<file path="src/rtl/core/hpvp_pkg.sv">
// Shared types and constants for the head-pose view-projection block.
// Control word layout, operand and write-back codes, fixed-point widths.
// No dependencies.
`default_nettype none

package hpvp_pkg;

	// Fixed-point widths
	localparam int Q_W    = 16;   // Q2.14 quaternion components, Q4.12 scales
	localparam int REL_W  = 20;   // relative quaternion, Q.14
	localparam int H_W    = 40;   // rotation entries, Q.28
	localparam int HLO_W  = 20;   // low part of a rotation entry
	localparam int OPD_W  = 21;   // multiplier operand
	localparam int PROD_W = 42;   // multiplier product
	localparam int ACC_W  = 58;   // accumulator
	localparam int OUT_W  = 24;   // Q8.16 result entries
	localparam int OUT_N  = 12;
	localparam int ROT_N  = 9;
	localparam int QN     = 4;
	localparam int IDX_W  = 4;
	localparam int PC_W   = 6;

	localparam int REL_SHIFT   = 14;
	localparam int HI_SHIFT    = 20;
	localparam int SCALED_SHIFT = 24;
	localparam int NEG_SHIFT   = 12;

	localparam logic signed [Q_W-1:0] Q14_ONE = 16'sd16384;
	localparam logic signed [Q_W-1:0] Q_MAX   = 16'sd32767;
	localparam logic signed [Q_W-1:0] Q_MIN   = -16'sd32768;

	localparam logic signed [ACC_W-1:0] ACC_HALF12 = ACC_W'(2**11);
	localparam logic signed [ACC_W-1:0] ACC_HALF14 = ACC_W'(2**13);
	localparam logic signed [ACC_W-1:0] ACC_HALF24 = ACC_W'(2**23);
	localparam logic signed [ACC_W-1:0] ACC_ONE28  = ACC_W'(2**28);
	localparam logic signed [ACC_W-1:0] SAT_HI     = ACC_W'(2**(OUT_W-1) - 1);
	localparam logic signed [ACC_W-1:0] SAT_LO     = -ACC_W'(2**(OUT_W-1));

	// Configuration registers
	localparam int CFG_AW = 4;
	localparam logic [1:0] REG_X_SCALE     = 2'd0;
	localparam logic [1:0] REG_Y_SCALE     = 2'd1;
	localparam logic [1:0] REG_DEPTH_SCALE = 2'd2;
	localparam logic signed [Q_W-1:0] X_SCALE_RST     = 16'sd5443;
	localparam logic signed [Q_W-1:0] Y_SCALE_RST     = 16'sd9650;
	localparam logic signed [Q_W-1:0] DEPTH_SCALE_RST = -16'sd4104;

	typedef enum logic [4:0] {
		S_P0, S_P1, S_P2, S_P3,
		S_O0, S_O1, S_O2, S_O3,
		S_R0, S_R1, S_R2, S_R3,
		S_SX, S_SY, S_SZ, S_ONE,
		S_HHI, S_HLO
	} src_t;

	typedef enum logic [2:0] {
		AO_NOP, AO_LOAD_ADD, AO_LOAD_SUB, AO_ADD, AO_SUB
	} acc_op_t;

	typedef enum logic [2:0] {
		K_ZERO, K_HALF12, K_HALF14, K_HALF24, K_ONE28
	} konst_t;

	typedef enum logic [1:0] {
		SH_0, SH_1, SH_20
	} shift_t;

	typedef enum logic [2:0] {
		WB_NONE, WB_REL, WB_ROT, WB_OUT24, WB_OUT12
	} wb_t;

	typedef enum logic {
		SQ_NEXT, SQ_PUBLISH
	} seq_t;

	typedef enum logic {
		SEQ_IDLE, SEQ_RUN
	} seq_state_t;

	typedef struct packed {
		src_t             a_sel;
		src_t             b_sel;
		logic [IDX_W-1:0] hidx;
		acc_op_t          acc_op;
		konst_t           konst;
		shift_t           shift;
		wb_t              wb;
		logic [IDX_W-1:0] dst;
		seq_t             seq;
	} ucode_t;

	typedef struct packed {
		acc_op_t          acc_op;
		konst_t           konst;
		shift_t           shift;
		wb_t              wb;
		logic [IDX_W-1:0] dst;
	} stage_ctrl_t;

	localparam ucode_t UC_NOP = '{
		a_sel: S_ONE, b_sel: S_ONE, hidx: '0, acc_op: AO_NOP, konst: K_ZERO,
		shift: SH_0, wb: WB_NONE, dst: '0, seq: SQ_NEXT
	};

endpackage

`default_nettype wire

</file>
<file path="src/rtl/core/head_pose_view_projection.sv">
// Head-pose view-projection: top level with the configuration port and the stream ports.
// Depends on hpvp_pkg, hpvp_sequencer and hpvp_datapath.
//
// Use: each input transaction on s_* carries one raw NWU head-pose quaternion (Q2.14)
// with a valid flag and a recenter flag. The block remaps it to EUS, optionally stores
// its conjugate as the new origin, forms origin * pose, expands it to a rotation,
// transposes it into the view and scales it by the three perspective registers. One
// output transaction on m_* then carries the twelve varying projection-view entries
// in Q8.16, saturated.
// Operation: a 61-step microprogram drives one shared 21x21 multiplier and one
// accumulator, one product per step; the result is loaded into the output register
// on the final step, and the next input is taken in the cycle after that, so the
// block takes no new pose until the last one is published.
// Stall: the result sits in an output register; while m_tready stays low a finished
// item waits on the last step, and s_tready stays low until the slot frees.
// Reset: the scale registers return to their defaults, the origin to the identity,
// and the block is idle with s_tready high.
// Configuration: APB writes at byte addresses 0, 4, 8; the user writes only while idle, the block does not enforce it.
`default_nettype none

module head_pose_view_projection import hpvp_pkg::*; (
	input  logic                     clk,
	input  logic                     arst_n,
	// configuration port
	input  logic                     psel,
	input  logic                     penable,
	input  logic                     pwrite,
	input  logic [CFG_AW-1:0]        paddr,
	input  logic [31:0]              pwdata,
	output logic [31:0]              prdata,
	output logic                     pready,
	// pose input
	input  logic                     s_tvalid,
	output logic                     s_tready,
	input  logic [4*Q_W-1:0]         s_tdata,   // raw_x, raw_y, raw_z, raw_w
	input  logic [1:0]               s_tuser,   // pose_valid, recenter_now
	// projection-view output
	output logic                     m_tvalid,
	input  logic                     m_tready,
	output logic [OUT_N*OUT_W-1:0]   m_tdata    // pv_c0_r0 .. pv_c0_r3, pv_c1_r0 .. pv_c2_r3
);

	logic signed [Q_W-1:0] x_scale_q, y_scale_q, depth_scale_q;
	logic [1:0]            reg_idx;
	logic                  cfg_wr;

	logic                  in_accept, busy, publish, out_free;
	ucode_t                uc;
	logic [OUT_N*OUT_W-1:0] pv_work;

	logic                  m_tvalid_q;
	logic [OUT_N*OUT_W-1:0] m_tdata_q;

	assign pready  = 1'b1;
	assign reg_idx = paddr[3:2];
	assign cfg_wr  = psel & penable & pwrite & pready;

	always_ff @(posedge clk or negedge arst_n) begin
		if (!arst_n) begin
			x_scale_q     <= X_SCALE_RST;
			y_scale_q     <= Y_SCALE_RST;
			depth_scale_q <= DEPTH_SCALE_RST;
		end else if (cfg_wr) begin
			case (reg_idx)
				REG_X_SCALE:     x_scale_q     <= pwdata[Q_W-1:0];
				REG_Y_SCALE:     y_scale_q     <= pwdata[Q_W-1:0];
				REG_DEPTH_SCALE: depth_scale_q <= pwdata[Q_W-1:0];
				default: ;
			endcase
		end
	end

	always_comb begin
		case (reg_idx)
			REG_X_SCALE:     prdata = 32'(x_scale_q);
			REG_Y_SCALE:     prdata = 32'(y_scale_q);
			REG_DEPTH_SCALE: prdata = 32'(depth_scale_q);
			default:         prdata = '0;
		endcase
	end

	assign s_tready  = !busy;
	assign in_accept = s_tvalid & s_tready;
	assign out_free  = !m_tvalid_q | m_tready;

	hpvp_sequencer u_seq (
		.clk      (clk),
		.arst_n   (arst_n),
		.start    (in_accept),
		.out_free (out_free),
		.busy     (busy),
		.publish  (publish),
		.uc       (uc)
	);

	hpvp_datapath u_dp (
		.clk          (clk),
		.arst_n       (arst_n),
		.load         (in_accept),
		.raw_x        (s_tdata[Q_W-1:0]),
		.raw_y        (s_tdata[2*Q_W-1:Q_W]),
		.raw_z        (s_tdata[3*Q_W-1:2*Q_W]),
		.raw_w        (s_tdata[4*Q_W-1:3*Q_W]),
		.pose_valid   (s_tuser[0]),
		.recenter_now (s_tuser[1]),
		.x_scale      (x_scale_q),
		.y_scale      (y_scale_q),
		.depth_scale  (depth_scale_q),
		.uc           (uc),
		.pv_work      (pv_work)
	);

	// Output register: load on publish, drop once the transaction completes
	always_ff @(posedge clk or negedge arst_n) begin
		if (!arst_n)
			m_tvalid_q <= 1'b0;
		else if (publish)
			m_tvalid_q <= 1'b1;
		else if (m_tready)
			m_tvalid_q <= 1'b0;
	end

	always_ff @(posedge clk) begin
		if (publish)
			m_tdata_q <= pv_work;
	end

	assign m_tvalid = m_tvalid_q;
	assign m_tdata  = m_tdata_q;

endmodule

`default_nettype wire

</file>
<file path="src/rtl/core/hpvp_ucode_rom.sv">
// Control store of the head-pose sequencer: one control word per step.
// Steps 0-15 Hamilton product, 16-33 rotation entries, 34-57 projection.
// Depends on hpvp_pkg.
`default_nettype none

module hpvp_ucode_rom import hpvp_pkg::*; (
	input  logic [PC_W-1:0] pc,
	output ucode_t          uc
);

	function automatic ucode_t mk(src_t a, src_t b, logic [IDX_W-1:0] hidx, acc_op_t op,
		konst_t k, shift_t sh, wb_t wb, logic [IDX_W-1:0] dst);
		ucode_t u;
		u        = UC_NOP;
		u.a_sel  = a;
		u.b_sel  = b;
		u.hidx   = hidx;
		u.acc_op = op;
		u.konst  = k;
		u.shift  = sh;
		u.wb     = wb;
		u.dst    = dst;
		return u;
	endfunction

	always_comb begin
		uc = UC_NOP;
		case (pc)
			// rel = origin * pose, biased for round half up
			6'd0:  uc = mk(S_O3, S_P0, 4'd0, AO_LOAD_ADD, K_HALF14, SH_0, WB_NONE, 4'd0);
			6'd1:  uc = mk(S_O0, S_P3, 4'd0, AO_ADD,      K_ZERO,   SH_0, WB_NONE, 4'd0);
			6'd2:  uc = mk(S_O1, S_P2, 4'd0, AO_ADD,      K_ZERO,   SH_0, WB_NONE, 4'd0);
			6'd3:  uc = mk(S_O2, S_P1, 4'd0, AO_SUB,      K_ZERO,   SH_0, WB_REL,  4'd0);
			6'd4:  uc = mk(S_O3, S_P1, 4'd0, AO_LOAD_ADD, K_HALF14, SH_0, WB_NONE, 4'd0);
			6'd5:  uc = mk(S_O0, S_P2, 4'd0, AO_SUB,      K_ZERO,   SH_0, WB_NONE, 4'd0);
			6'd6:  uc = mk(S_O1, S_P3, 4'd0, AO_ADD,      K_ZERO,   SH_0, WB_NONE, 4'd0);
			6'd7:  uc = mk(S_O2, S_P0, 4'd0, AO_ADD,      K_ZERO,   SH_0, WB_REL,  4'd1);
			6'd8:  uc = mk(S_O3, S_P2, 4'd0, AO_LOAD_ADD, K_HALF14, SH_0, WB_NONE, 4'd0);
			6'd9:  uc = mk(S_O0, S_P1, 4'd0, AO_ADD,      K_ZERO,   SH_0, WB_NONE, 4'd0);
			6'd10: uc = mk(S_O1, S_P0, 4'd0, AO_SUB,      K_ZERO,   SH_0, WB_NONE, 4'd0);
			6'd11: uc = mk(S_O2, S_P3, 4'd0, AO_ADD,      K_ZERO,   SH_0, WB_REL,  4'd2);
			6'd12: uc = mk(S_O3, S_P3, 4'd0, AO_LOAD_ADD, K_HALF14, SH_0, WB_NONE, 4'd0);
			6'd13: uc = mk(S_O0, S_P0, 4'd0, AO_SUB,      K_ZERO,   SH_0, WB_NONE, 4'd0);
			6'd14: uc = mk(S_O1, S_P1, 4'd0, AO_SUB,      K_ZERO,   SH_0, WB_NONE, 4'd0);
			6'd15: uc = mk(S_O2, S_P2, 4'd0, AO_SUB,      K_ZERO,   SH_0, WB_REL,  4'd3);
			// rotation entries; diagonal first so that w is ready by step 23
			6'd16: uc = mk(S_R1, S_R1, 4'd0, AO_LOAD_SUB, K_ONE28,  SH_1, WB_NONE, 4'd0);
			6'd17: uc = mk(S_R2, S_R2, 4'd0, AO_SUB,      K_ZERO,   SH_1, WB_ROT,  4'd0);
			6'd18: uc = mk(S_R0, S_R0, 4'd0, AO_LOAD_SUB, K_ONE28,  SH_1, WB_NONE, 4'd0);
			6'd19: uc = mk(S_R2, S_R2, 4'd0, AO_SUB,      K_ZERO,   SH_1, WB_ROT,  4'd4);
			6'd20: uc = mk(S_R0, S_R0, 4'd0, AO_LOAD_SUB, K_ONE28,  SH_1, WB_NONE, 4'd0);
			6'd21: uc = mk(S_R1, S_R1, 4'd0, AO_SUB,      K_ZERO,   SH_1, WB_ROT,  4'd8);
			6'd22: uc = mk(S_R0, S_R1, 4'd0, AO_LOAD_ADD, K_ZERO,   SH_1, WB_NONE, 4'd0);
			6'd23: uc = mk(S_R2, S_R3, 4'd0, AO_SUB,      K_ZERO,   SH_1, WB_ROT,  4'd1);
			6'd24: uc = mk(S_R0, S_R2, 4'd0, AO_LOAD_ADD, K_ZERO,   SH_1, WB_NONE, 4'd0);
			6'd25: uc = mk(S_R1, S_R3, 4'd0, AO_ADD,      K_ZERO,   SH_1, WB_ROT,  4'd2);
			6'd26: uc = mk(S_R0, S_R1, 4'd0, AO_LOAD_ADD, K_ZERO,   SH_1, WB_NONE, 4'd0);
			6'd27: uc = mk(S_R2, S_R3, 4'd0, AO_ADD,      K_ZERO,   SH_1, WB_ROT,  4'd3);
			6'd28: uc = mk(S_R1, S_R2, 4'd0, AO_LOAD_ADD, K_ZERO,   SH_1, WB_NONE, 4'd0);
			6'd29: uc = mk(S_R0, S_R3, 4'd0, AO_SUB,      K_ZERO,   SH_1, WB_ROT,  4'd5);
			6'd30: uc = mk(S_R0, S_R2, 4'd0, AO_LOAD_ADD, K_ZERO,   SH_1, WB_NONE, 4'd0);
			6'd31: uc = mk(S_R1, S_R3, 4'd0, AO_SUB,      K_ZERO,   SH_1, WB_ROT,  4'd6);
			6'd32: uc = mk(S_R1, S_R2, 4'd0, AO_LOAD_ADD, K_ZERO,   SH_1, WB_NONE, 4'd0);
			6'd33: uc = mk(S_R0, S_R3, 4'd0, AO_ADD,      K_ZERO,   SH_1, WB_ROT,  4'd7);
			// column 0: scale times entry, high part then low part, then the negated depth entry
			6'd34: uc = mk(S_HHI, S_SX, 4'd0, AO_LOAD_ADD, K_HALF24, SH_20, WB_NONE, 4'd0);
			6'd35: uc = mk(S_HLO, S_SX, 4'd0, AO_ADD,      K_ZERO,   SH_0,  WB_OUT24, 4'd0);
			6'd36: uc = mk(S_HHI, S_SY, 4'd1, AO_LOAD_ADD, K_HALF24, SH_20, WB_NONE, 4'd0);
			6'd37: uc = mk(S_HLO, S_SY, 4'd1, AO_ADD,      K_ZERO,   SH_0,  WB_OUT24, 4'd1);
			6'd38: uc = mk(S_HHI, S_SZ, 4'd2, AO_LOAD_ADD, K_HALF24, SH_20, WB_NONE, 4'd0);
			6'd39: uc = mk(S_HLO, S_SZ, 4'd2, AO_ADD,      K_ZERO,   SH_0,  WB_OUT24, 4'd2);
			6'd40: uc = mk(S_HHI, S_ONE, 4'd2, AO_LOAD_SUB, K_HALF12, SH_20, WB_NONE, 4'd0);
			6'd41: uc = mk(S_HLO, S_ONE, 4'd2, AO_SUB,      K_ZERO,   SH_0,  WB_OUT12, 4'd3);
			// column 1
			6'd42: uc = mk(S_HHI, S_SX, 4'd3, AO_LOAD_ADD, K_HALF24, SH_20, WB_NONE, 4'd0);
			6'd43: uc = mk(S_HLO, S_SX, 4'd3, AO_ADD,      K_ZERO,   SH_0,  WB_OUT24, 4'd4);
			6'd44: uc = mk(S_HHI, S_SY, 4'd4, AO_LOAD_ADD, K_HALF24, SH_20, WB_NONE, 4'd0);
			6'd45: uc = mk(S_HLO, S_SY, 4'd4, AO_ADD,      K_ZERO,   SH_0,  WB_OUT24, 4'd5);
			6'd46: uc = mk(S_HHI, S_SZ, 4'd5, AO_LOAD_ADD, K_HALF24, SH_20, WB_NONE, 4'd0);
			6'd47: uc = mk(S_HLO, S_SZ, 4'd5, AO_ADD,      K_ZERO,   SH_0,  WB_OUT24, 4'd6);
			6'd48: uc = mk(S_HHI, S_ONE, 4'd5, AO_LOAD_SUB, K_HALF12, SH_20, WB_NONE, 4'd0);
			6'd49: uc = mk(S_HLO, S_ONE, 4'd5, AO_SUB,      K_ZERO,   SH_0,  WB_OUT12, 4'd7);
			// column 2
			6'd50: uc = mk(S_HHI, S_SX, 4'd6, AO_LOAD_ADD, K_HALF24, SH_20, WB_NONE, 4'd0);
			6'd51: uc = mk(S_HLO, S_SX, 4'd6, AO_ADD,      K_ZERO,   SH_0,  WB_OUT24, 4'd8);
			6'd52: uc = mk(S_HHI, S_SY, 4'd7, AO_LOAD_ADD, K_HALF24, SH_20, WB_NONE, 4'd0);
			6'd53: uc = mk(S_HLO, S_SY, 4'd7, AO_ADD,      K_ZERO,   SH_0,  WB_OUT24, 4'd9);
			6'd54: uc = mk(S_HHI, S_SZ, 4'd8, AO_LOAD_ADD, K_HALF24, SH_20, WB_NONE, 4'd0);
			6'd55: uc = mk(S_HLO, S_SZ, 4'd8, AO_ADD,      K_ZERO,   SH_0,  WB_OUT24, 4'd10);
			6'd56: uc = mk(S_HHI, S_ONE, 4'd8, AO_LOAD_SUB, K_HALF12, SH_20, WB_NONE, 4'd0);
			6'd57: uc = mk(S_HLO, S_ONE, 4'd8, AO_SUB,      K_ZERO,   SH_0,  WB_OUT12, 4'd11);
			// steps 58 and 59 drain the write-back; hold here until the output is free
			6'd60: uc.seq = SQ_PUBLISH;
			default: uc = UC_NOP;
		endcase
	end

endmodule

`default_nettype wire

</file>
<file path="src/rtl/core/hpvp_sequencer.sv">
// Step counter and control for the head-pose microprogram.
// Issues one control word per cycle while running; waits on the output slot at the end.
// Depends on hpvp_pkg and hpvp_ucode_rom.
`default_nettype none

module hpvp_sequencer import hpvp_pkg::*; (
	input  logic   clk,
	input  logic   arst_n,
	input  logic   start,
	input  logic   out_free,
	output logic   busy,
	output logic   publish,
	output ucode_t uc
);

	seq_state_t      state_q, state_d;
	logic [PC_W-1:0] pc_q;
	ucode_t          rom_word;
	logic            at_end;

	hpvp_ucode_rom u_rom (
		.pc (pc_q),
		.uc (rom_word)
	);

	assign at_end = (rom_word.seq == SQ_PUBLISH);

	always_comb begin
		state_d = state_q;
		case (state_q)
			SEQ_IDLE: begin
				if (start)
					state_d = SEQ_RUN;
			end
			SEQ_RUN: begin
				if (at_end && out_free)
					state_d = SEQ_IDLE;
			end
			default: state_d = SEQ_IDLE;
		endcase
	end

	always_comb begin
		busy    = 1'b0;
		publish = 1'b0;
		uc      = UC_NOP;
		case (state_q)
			SEQ_RUN: begin
				busy    = 1'b1;
				publish = at_end && out_free;
				uc      = rom_word;
			end
			default: ;
		endcase
	end

	always_ff @(posedge clk or negedge arst_n) begin
		if (!arst_n) begin
			state_q <= SEQ_IDLE;
			pc_q    <= '0;
		end else begin
			state_q <= state_d;
			// hold on the final step until the next start
			if (start)
				pc_q <= '0;
			else if (state_q == SEQ_RUN && !at_end)
				pc_q <= pc_q + 1'b1;
		end
	end

endmodule

`default_nettype wire

</file>
<file path="src/rtl/core/hpvp_datapath.sv">
// Datapath of the head-pose block: pose and origin registers, shared multiplier,
// accumulator and write-back into the relative quaternion, rotation and result registers.
// Depends on hpvp_pkg.
`default_nettype none

module hpvp_datapath import hpvp_pkg::*; (
	input  logic                       clk,
	input  logic                       arst_n,
	input  logic                       load,
	input  logic signed [Q_W-1:0]      raw_x,
	input  logic signed [Q_W-1:0]      raw_y,
	input  logic signed [Q_W-1:0]      raw_z,
	input  logic signed [Q_W-1:0]      raw_w,
	input  logic                       pose_valid,
	input  logic                       recenter_now,
	input  logic signed [Q_W-1:0]      x_scale,
	input  logic signed [Q_W-1:0]      y_scale,
	input  logic signed [Q_W-1:0]      depth_scale,
	input  ucode_t                     uc,
	output logic [OUT_N*OUT_W-1:0]     pv_work
);

	logic signed [Q_W-1:0]    p_next [QN];
	logic signed [Q_W-1:0]    p_q    [QN];
	logic signed [Q_W-1:0]    o_q    [QN];
	logic signed [REL_W-1:0]  r_q    [QN];
	logic signed [H_W-1:0]    h_q    [ROT_N];
	logic [OUT_W-1:0]         work_q [OUT_N];

	logic signed [H_W-1:0]    h_sel;
	logic signed [OPD_W-1:0]  opnd   [2];
	logic signed [PROD_W-1:0] prod_s1;
	stage_ctrl_t              ctrl_s1, ctrl_s2;

	logic signed [ACC_W-1:0]  acc_q, acc_next, prod_ext, term, kval, base;
	logic                     do_sub, do_load;
	logic signed [ACC_W-1:0]  shifted;
	logic [OUT_W-1:0]         sat_val;

	function automatic logic signed [Q_W-1:0] neg_sat(logic signed [Q_W-1:0] v);
		return (v == Q_MIN) ? Q_MAX : -v;
	endfunction

	// NWU to EUS remap; an invalid pose becomes the identity
	always_comb begin
		if (pose_valid) begin
			p_next[0] = neg_sat(raw_y);
			p_next[1] = raw_z;
			p_next[2] = neg_sat(raw_x);
			p_next[3] = raw_w;
		end else begin
			p_next[0] = '0;
			p_next[1] = '0;
			p_next[2] = '0;
			p_next[3] = Q14_ONE;
		end
	end

	always_ff @(posedge clk) begin
		if (load)
			for (int i = 0; i < QN; i++)
				p_q[i] <= p_next[i];
	end

	always_ff @(posedge clk or negedge arst_n) begin
		if (!arst_n) begin
			o_q[0] <= '0;
			o_q[1] <= '0;
			o_q[2] <= '0;
			o_q[3] <= Q14_ONE;
		end else if (load && recenter_now) begin
			o_q[0] <= neg_sat(p_next[0]);
			o_q[1] <= neg_sat(p_next[1]);
			o_q[2] <= neg_sat(p_next[2]);
			o_q[3] <= p_next[3];
		end
	end

	// Operand selection for both multiplier ports
	always_comb begin
		src_t sel;
		h_sel = h_q[uc.hidx];
		for (int i = 0; i < 2; i++) begin
			sel = (i == 0) ? uc.a_sel : uc.b_sel;
			case (sel)
				S_P0:    opnd[i] = OPD_W'(p_q[0]);
				S_P1:    opnd[i] = OPD_W'(p_q[1]);
				S_P2:    opnd[i] = OPD_W'(p_q[2]);
				S_P3:    opnd[i] = OPD_W'(p_q[3]);
				S_O0:    opnd[i] = OPD_W'(o_q[0]);
				S_O1:    opnd[i] = OPD_W'(o_q[1]);
				S_O2:    opnd[i] = OPD_W'(o_q[2]);
				S_O3:    opnd[i] = OPD_W'(o_q[3]);
				S_R0:    opnd[i] = OPD_W'(r_q[0]);
				S_R1:    opnd[i] = OPD_W'(r_q[1]);
				S_R2:    opnd[i] = OPD_W'(r_q[2]);
				S_R3:    opnd[i] = OPD_W'(r_q[3]);
				S_SX:    opnd[i] = OPD_W'(x_scale);
				S_SY:    opnd[i] = OPD_W'(y_scale);
				S_SZ:    opnd[i] = OPD_W'(depth_scale);
				S_ONE:   opnd[i] = OPD_W'(1);
				// high part keeps the sign of the entry
				S_HHI:   opnd[i] = OPD_W'(signed'(h_sel[H_W-1:HLO_W]));
				S_HLO:   opnd[i] = signed'({1'b0, h_sel[HLO_W-1:0]});
				default: opnd[i] = '0;
			endcase
		end
	end

	always_ff @(posedge clk) begin
		prod_s1 <= opnd[0] * opnd[1];
	end

	always_ff @(posedge clk or negedge arst_n) begin
		if (!arst_n) begin
			ctrl_s1 <= '0;
			ctrl_s2 <= '0;
		end else begin
			ctrl_s1.acc_op <= uc.acc_op;
			ctrl_s1.konst  <= uc.konst;
			ctrl_s1.shift  <= uc.shift;
			ctrl_s1.wb     <= uc.wb;
			ctrl_s1.dst    <= uc.dst;
			ctrl_s2        <= ctrl_s1;
		end
	end

	// Accumulate: a load step starts from the rounding bias, the constant one or zero
	always_comb begin
		prod_ext = ACC_W'(prod_s1);
		case (ctrl_s1.shift)
			SH_1:    term = prod_ext <<< 1;
			SH_20:   term = prod_ext <<< HI_SHIFT;
			default: term = prod_ext;
		endcase
		case (ctrl_s1.konst)
			K_HALF12: kval = ACC_HALF12;
			K_HALF14: kval = ACC_HALF14;
			K_HALF24: kval = ACC_HALF24;
			K_ONE28:  kval = ACC_ONE28;
			default:  kval = '0;
		endcase
		do_load = 1'b0;
		do_sub  = 1'b0;
		case (ctrl_s1.acc_op)
			AO_LOAD_ADD: do_load = 1'b1;
			AO_LOAD_SUB: begin
				do_load = 1'b1;
				do_sub  = 1'b1;
			end
			AO_SUB:  do_sub = 1'b1;
			default: ;
		endcase
		base     = do_load ? kval : acc_q;
		acc_next = do_sub ? (base - term) : (base + term);
	end

	always_ff @(posedge clk) begin
		if (ctrl_s1.acc_op != AO_NOP)
			acc_q <= acc_next;
	end

	always_comb begin
		shifted = (ctrl_s2.wb == WB_OUT24) ? (acc_q >>> SCALED_SHIFT) : (acc_q >>> NEG_SHIFT);
		if (shifted > SAT_HI)
			sat_val = SAT_HI[OUT_W-1:0];
		else if (shifted < SAT_LO)
			sat_val = SAT_LO[OUT_W-1:0];
		else
			sat_val = shifted[OUT_W-1:0];
	end

	always_ff @(posedge clk) begin
		case (ctrl_s2.wb)
			WB_REL:   r_q[ctrl_s2.dst[1:0]] <= acc_q[REL_SHIFT +: REL_W];
			WB_ROT:   h_q[ctrl_s2.dst]      <= acc_q[H_W-1:0];
			WB_OUT24: work_q[ctrl_s2.dst]   <= sat_val;
			WB_OUT12: work_q[ctrl_s2.dst]   <= sat_val;
			default: ;
		endcase
	end

	always_comb begin
		for (int i = 0; i < OUT_N; i++)
			pv_work[i*OUT_W +: OUT_W] = work_q[i];
	end

endmodule

`default_nettype wire

</file>
<file path="config.mk">
export PLATFORM = sky130hd
export DESIGN_NAME = head_pose_view_projection
export DESIGN_NICKNAME = d
export VERILOG_FILES = /design/src/rtl/core/hpvp_pkg.sv /design/src/rtl/core/head_pose_view_projection.sv /design/src/rtl/core/hpvp_ucode_rom.sv /design/src/rtl/core/hpvp_sequencer.sv /design/src/rtl/core/hpvp_datapath.sv
export SDC_FILE = /design/constraint.sdc
export NUM_CORES = 2
export LEC_CHECK = 0
export BUFFER_PORTS_ARGS = -buffer_cell sky130_fd_sc_hd__buf_2
export CELL_PAD_IN_SITES_DETAIL_PLACEMENT = 1
export CELL_PAD_IN_SITES_GLOBAL_PLACEMENT = 2
export CORE_MARGIN = 3
export CORE_UTILIZATION = 39
export DETAILED_ROUTE_END_ITERATION = 7
export GPL_TIMING_DRIVEN = 0
export PLACE_DENSITY = 0.89
export SETUP_SLACK_MARGIN = 0.2
export SLEW_MARGIN = 20
export SYNTH_ARGS = -nofsm -noshare
export SYNTH_HDL_FRONTEND = slang
export SYNTH_SLANG_ARGS = --single-unit
</file>
<file path="constraint.sdc">
create_clock -name clk -period 9.6 [get_ports clk]
set_clock_uncertainty 0.2 [all_clocks]
set_input_delay 1.92 -clock clk [delete_from_list [all_inputs] [get_ports clk]]
set_output_delay 1.92 -clock clk [all_outputs]
set_load 0.05 [all_outputs]
</file>
# Word level (Yosys, flattened, before mapping)

Memories as Yosys holds them, arrays and structs flattened. A register that Yosys moved wholly into a read port is not among the register bits.
Cells that the tools add are included.

Bits in latches: 0
Bits in writable memories: 792
Output and inout bits: 323
Word-level logic and storage cells: 214
Bits of input ports: 109
Register bits after elaboration: 242
Bits in read-only memories: 0
Memories: 4

Memory list:

| memory      | words | bits a word | rd ports | clocked after memory_dff | write ports | RTL line            | source |
|---|---|---|---|---|---|---|---|
| u_dp.h_q    | 9     | 40          | 1        | 0                        | 1           | hpvp_datapath.sv:27 | `logic signed [H_W-1:0] h_q [ROT_N];` |
| u_dp.work_q | 12    | 24          | 12       | 12                       | 1           | hpvp_datapath.sv:28 | `logic [OUT_W-1:0] work_q [OUT_N];` |
| u_dp.r_q    | 4     | 20          | 4        | 0                        | 1           | hpvp_datapath.sv:26 | `logic signed [REL_W-1:0] r_q [QN];` |
| u_dp.p_q    | 4     | 16          | 4        | 0                        | 4           | hpvp_datapath.sv:24 | `logic signed [Q_W-1:0] p_q [QN];` |

Divide/modulo/power cells: 0
Reductions and logical operators: 22
Shift-type cells: 0
$add $sub $neg: 8
Order comparisons: 2
Multipliers: 1
Equality and inequality tests: 112
Bitwise gates (word level): 6
Multiplexer cells: 40

Operators with widths:

| cell                                                                           | number |
|---|---|
| 29-bit case mux with 54 select lines                                           | 1 |
| 21-bit case mux with 18 select lines                                           | 2 |
| 6-bit equality test, second input constant                                     | 27 |
| 58-bit two-way mux                                                             | 2 |
| 29-bit case mux with 4 select lines                                            | 1 |
| 58-bit case mux with 2 select lines                                            | 1 |
| 6-bit by 5-bit equality test with 1-bit output, second input constant          | 16 |
| 32-bit case mux with 3 select lines                                            | 1 |
| 16-bit equality test, second input constant                                    | 5 |
| 5-bit by 4-bit equality test with 1-bit output, second input constant          | 16 |
| 16-bit two-way mux                                                             | 5 |
| 16-bit negation                                                                | 5 |
| 24-bit two-way mux                                                             | 3 |
| 64-bit two-way mux                                                             | 1 |
| 58-bit adder                                                                   | 1 |
| 58-bit subtractor                                                              | 1 |
| 6-bit by 4-bit equality test with 1-bit output, second input constant          | 8 |
| 46-bit by 24-bit > comparator with 1-bit output, second input constant         | 1 |
| 46-bit by 24-bit less-than comparator with 1-bit output, second input constant | 1 |
| 45-bit two-way mux                                                             | 1 |
| 21-bit by 21-bit multiplier with 42-bit output                                 | 1 |
| 5-bit by 3-bit equality test with 1-bit output, second input constant          | 8 |
| 30-bit two-way mux                                                             | 1 |
| 6-bit by 3-bit equality test with 1-bit output, second input constant          | 4 |
| 26 further kinds                                                               | 78 |

# Depth between registers and ports, before layout

Depth after elaboration: 7
Gate-level depth with buffers: 45
Gate-level depth less buffers: 39

# Hierarchy

From an unflattened synthesis, not the netlist that was laid out.

Cells, all modules: 5802
Area total of the unflattened synthesis: 72919.9 um^2

Modules (own cells, without submodules):

| module                    | times used | area each (um^2) | cells each |
|---|---|---|---|
| hpvp_datapath             | 1          | 60390.4          | 5113 |
| head_pose_view_projection | 1          | 11055.6          | 470 |
| hpvp_ucode_rom            | 1          | 910.9            | 153 |
| hpvp_sequencer            | 1          | 563.0            | 66 |

# Worst setup path before layout

OpenSTA, ideal clock, no wires.

Path kind: reg-to-reg
Start point: register u_seq.pc_q[0]
End point: register u_dp.prod_s1[41]
Required time: 9.328 ns
Buffers on the path: 7
Data arrival time: 9.276 ns
Period minus slack after synthesis: 9.548 ns
Setup slack: 0.052 ns
Setup time: 0.072 ns
Cell stages (with the launch flop): 43
Path through: dfrtp_1 -> inv_1 -> ha_1 -> clkbuf_1 -> clkbuf_1 -> o21ai_0 -> o32ai_2 -> and2_1 -> buf_4 -> buf_6 -> buf_6 -> buf_4 -> nand2_1 -> a31oi_1 -> o21ai_0 -> a311oi_1 -> a211o_1 -> buf_4 -> (+7 left out) -> fa_1 -> fa_1 -> fa_1 -> inv_1 -> fa_1 -> inv_1 -> ha_1 -> a21o_1 -> a21oi_1 -> o211ai_1 -> a22o_1 -> a311oi_1 -> o21a_1 -> nor2_1 -> a31oi_1 -> o21ai_0 -> a21oi_1 -> xnor2_1

Word-level cells in the longest chain between the ends: 7
Elaborated cells between the ends (all ways): 104
Classes of those cells: 1 x mul; 91 x eq/ne; 4 x mux; 7 x reduce/logical; 1 x memory

Ends and longest elaborated chain:

| item                                                                                  | RTL line             | source |
|---|---|---|
| start: declaration                                                                    | hpvp_sequencer.sv:17 | `logic [PC_W-1:0] pc_q;` |
| start signal: assignment                                                              | hpvp_sequencer.sv:67 | `pc_q <= pc_q + 1'b1;` |
| 6-bit equality test or 6-bit by 5-bit equality test with 1-bit output (tied branches) | hpvp_ucode_rom.sv:28 | `case (pc)` |
| 2-bit OR reduction (no source line)                                                   | -                    |  |
| 29-bit case mux with 54 select lines *                                                | hpvp_ucode_rom.sv:28 |  |
| 30-bit two-way mux *                                                                  | hpvp_sequencer.sv:47 | `case (state_q)` |
| memory read 9 x 40 bit, or another cell as far along                                  | -                    |  |
| 21-bit case mux with 18 select lines                                                  | hpvp_datapath.sv:85  | `case (sel)` |
| 21-bit by 21-bit multiplier with 42-bit output *                                      | hpvp_datapath.sv:111 | `prod_s1 <= opnd[0] * opnd[1];` |
| end signal: assignment                                                                | hpvp_datapath.sv:111 |  |
| end: declaration                                                                      | hpvp_datapath.sv:32  | `logic signed [PROD_W-1:0] prod_s1;` |

Every way passes the cells marked *; elsewhere a longest branch is shown, timed or not.
A chain may end at the register's enable or synchronous reset.

# Final worst setup path

Start point: register u_seq.pc_q[1]
End point: register u_dp.prod_s1[35]

Same word-level chain as after synthesis.

==> results.py <==
metrics = {
    "outcome": {
        "status": "finished with violations",
        "violations": "setup timing",
    },
    "worst_setup_path": {
        "worstSetupPathType": "flip-flop to flip-flop",
        "endpoint_kind": "flip-flop",
        "crit_buf_inv": 14,
        "reg2reg_to": "u_dp.prod_s1[35]",
        "crit_top_cell": "fa_1",
        "crit_slowest_cell": "fa_1",
        "required_ps": 10050,
        "r2r_cells": 43,
        "critical_path_arrival_ps": 10900,
        "worst_path_largest_cell_delay_ps": 590,
        "cp_top_family": "adder cells",
        "cp_max_fo": 10,
        "rrSetupSlack_ps": -850,
        "rr_startpoint": "u_seq.pc_q[1]",
        "startpoint_type": "flip-flop",
    },
    "finish": {
        "layout_common_cells": "1138 x edfxtp_1, 573 x nand2_1, 570 x inv_1",
        "fin_nets": 7647,
        "register_area_mm2": 0.0386,
        "drive_above_1_share": 0.261,
        "layout_commonest_cell": "edfxtp_1",
        "multi_input_area_mm2": 0.0328,
        "fillers": 19000,
        "final_util": 0.491,
        "final_cells": 9478,
        "area_growth_pct": 24.8,
    },
    "route": {
        "wl_per_cell_um": 28.9,
        "vias": 54700,
        "drc_errors": 0,
        "dr.pass1.iters": 8,
        "ant_nets": 0,
        "wl_met1_um": 106000,
        "highest_layer": "met5",
        "drt_iter0_drc": 6139,
        "vias_per_cell": 5.78,
        "wl_met2_um": 127000,
        "wl_um": 274000,
        "wl_met3_um": 25600,
    },
    "timing": {
        "fin_setup_tns_ps": -11990,
        "max_freq_mhz": 95.7,
        "post-route-period-util": 1.09,
        "setup_viol": 21,
        "worstMarginPinSlew_ps": 1310,
        "finalHoldViolCount": 0,
        "setup_ws_ps": -845,
        "finalMaxSlewViolations": 0,
        "rsz0062_at_grt": "true",
        "maxSlewHeadroom": 0.128,
        "holdWs_ps": 154,
        "period_needed_ps": 10450,
    },
    "floorplanning": {
        "io-pin-count": 432,
        "fp.dieW_um": 436,
        "dieArea_mm2": 0.191,
        "rows": 157,
        "die_y_um": 436,
        "core_region_area_mm2": 0.184,
        "start_util": 0.393,
    },
    "placement": {
        "gp_congestion": 0.922,
        "io_buffers": 410,
        "dp_hpwl_um": 193000,
        "dp.cells": 8910,
    },
    "cts": {
        "clkTransAtPathRegs_ps": 60,
        "tritoncts": "done",
        "clock_latency_ps": 810,
        "cts-buffers-inserted": 137,
        "clock_path_buffers": 3,
        "cts.sinks": 1321,
        "htreeDepth": 4,
        "root_buffer": "clkbuf_16",
    },
    "synthesis": {
        "ys_types": 111,
        "synth_top_cell_area_share": 0.473,
        "synthesis.nets": 6704,
        "syn_inst": 5955,
        "ys_ff_latch": 1321,
        "synth.avg_cell_area_um2": 12.1,
        "synth_area_leaders": "edfxtp_1 47%, fa_1 13%, dfrtp_1 4.0%",
        "yosysTopAreaCell": "edfxtp_1",
        "synth_area_mm2": 0.0723,
        "synth_ff_type": "edfxtp_1",
        "synth_warnings": 0,
        "synth_edf_count": 1138,
        "ys_seq_area_frac": 0.534,
        "async_reset_ff_frac": 0.107,
    },
    "global_routing": {
        "grt_max_degree": 97,
        "antenna_found_initial": 13,
        "grt-ovfl-total": 0,
        "grt_pass1_wl_um": 394000,
        "grt_pass1_vias": 57900,
        "track_usage": 0.278,
    },
    "hold_path": {
        "hold_end": "u_dp.ctrl_s2[6]",
        "worstHoldStart": "u_dp.ctrl_s1[6]",
        "min_path_type": "flip-flop to flip-flop",
        "min_path_cells": 0,
    },
    "run": {
        "max-cap-violations": 0,
    },
}
==> repair_timing <==
action                                 4_1_cts  5_1_grt
cloned                                       2        3
hold buffers                                 0        0
endpoints found under the hold margin        0        0
resized for setup                          794      237
setup endpoints to repair                   36       30
pin swaps                                  206      133
setup buffers                              194      111
==> worst register-to-register path, delay by kind of cell, from the launching register on <==
family                     cells  cell delay (ps)
buffers and inverters         14             1930
and+or+nand+nor                7             1250
xor gates and xnor gates       1              170
DFF                            1              460
AOI/OAI and AO/OA             12             2230
adders and majority gates      9             4070
==> registers in the layout, indices dropped and copies added, names as in the netlist, 42 cells and up <==
register      cells
u_dp.h_q        360
m_tdata         288
u_dp.work_q     288
u_dp.r_q         80
u_dp.o_q         64
u_dp.p_q         64
u_dp.acc_q       58
u_dp.prod_s1     42
==> area by class of cell <==
type / count / share of cell area
Timing Repair Buffer: 804 / 0.0661
Buffer: 313 / 0.0313
Sequential cell: 1321 / 0.428
Tap cell: 2464 / 0.0342
Multi-Input combinational cell: 3705 / 0.364
Clock buffer: 155 / 0.0389
Inverter: 616 / 0.0259
Antenna cell: 10 / 0.000277
Clock inverter: 90 / 0.0121
==> cell usage after synthesis, drive strengths merged, types with 113 or more instances <==
library cell	n
edfxtp	1138
inv	616
nand2	602
fa	461
nor2	378
a21oi	298
o21ai	267
ha	179
buf	160
clkbuf	153
xnor2	130
dfrtp	115
nor2b	113
==> cells by family (layout without fill, tap and decap cells) <==
group	Yosys count	in the layout	share of synthesized area
AND/OR/NAND/NOR	1560	1560	0.100
flip-flops	1321	1321	0.534
AO/OA/AOI/OAI	1127	1127	0.103
buffers and inverters	929	1978	0.0527
adder cells (fa/ha/maj)	640	640	0.159
XOR/XNOR	202	202	0.0245
multiplexers	175	175	0.0266
other	1	11	0.0000519
==> through the flow <==
stage	worst slack [ps]	area [um2]
global route	-1070	90200
detailed placement	-3420	78800
floorplan	203	72300
CTS	-412	88200
finish	-845	90200
global placement	-3830	77400
==> worst max-delay path by stage <==
stage | endpoint | start | slack [ps] | cells past startpoint
after floorplan | u_dp.prod_s1[41] | u_seq.pc_q[1] | 200 | 39
after global placement | u_dp.prod_s1[41] | u_seq.pc_q[0] | -3830 | 39
after detailed placement | u_dp.prod_s1[39] | u_seq.pc_q[1] | -3420 | 39
after CTS | u_dp.prod_s1[40] | u_seq.pc_q[1] | -410 | 40
after global routing | u_dp.prod_s1[37] | u_seq.pc_q[1] | -1070 | 45
final | u_dp.prod_s1[35] | u_seq.pc_q[1] | -850 | 43
==> routing by layer <==
| layer | vias to the layer above | GRT usage |
|---|---|---|
| met2 | 3078 | 0.446 |
| met4 | 8 | 0.137 |
| li1 | 22800 | - |
| met5 | - | 0 |
| met1 | 28100 | 0.356 |
| met3 | 812 | 0.0624 |
Power is not shown: default switching activity piles up to over one toggle a cycle in this logic, so the estimate is an artifact.
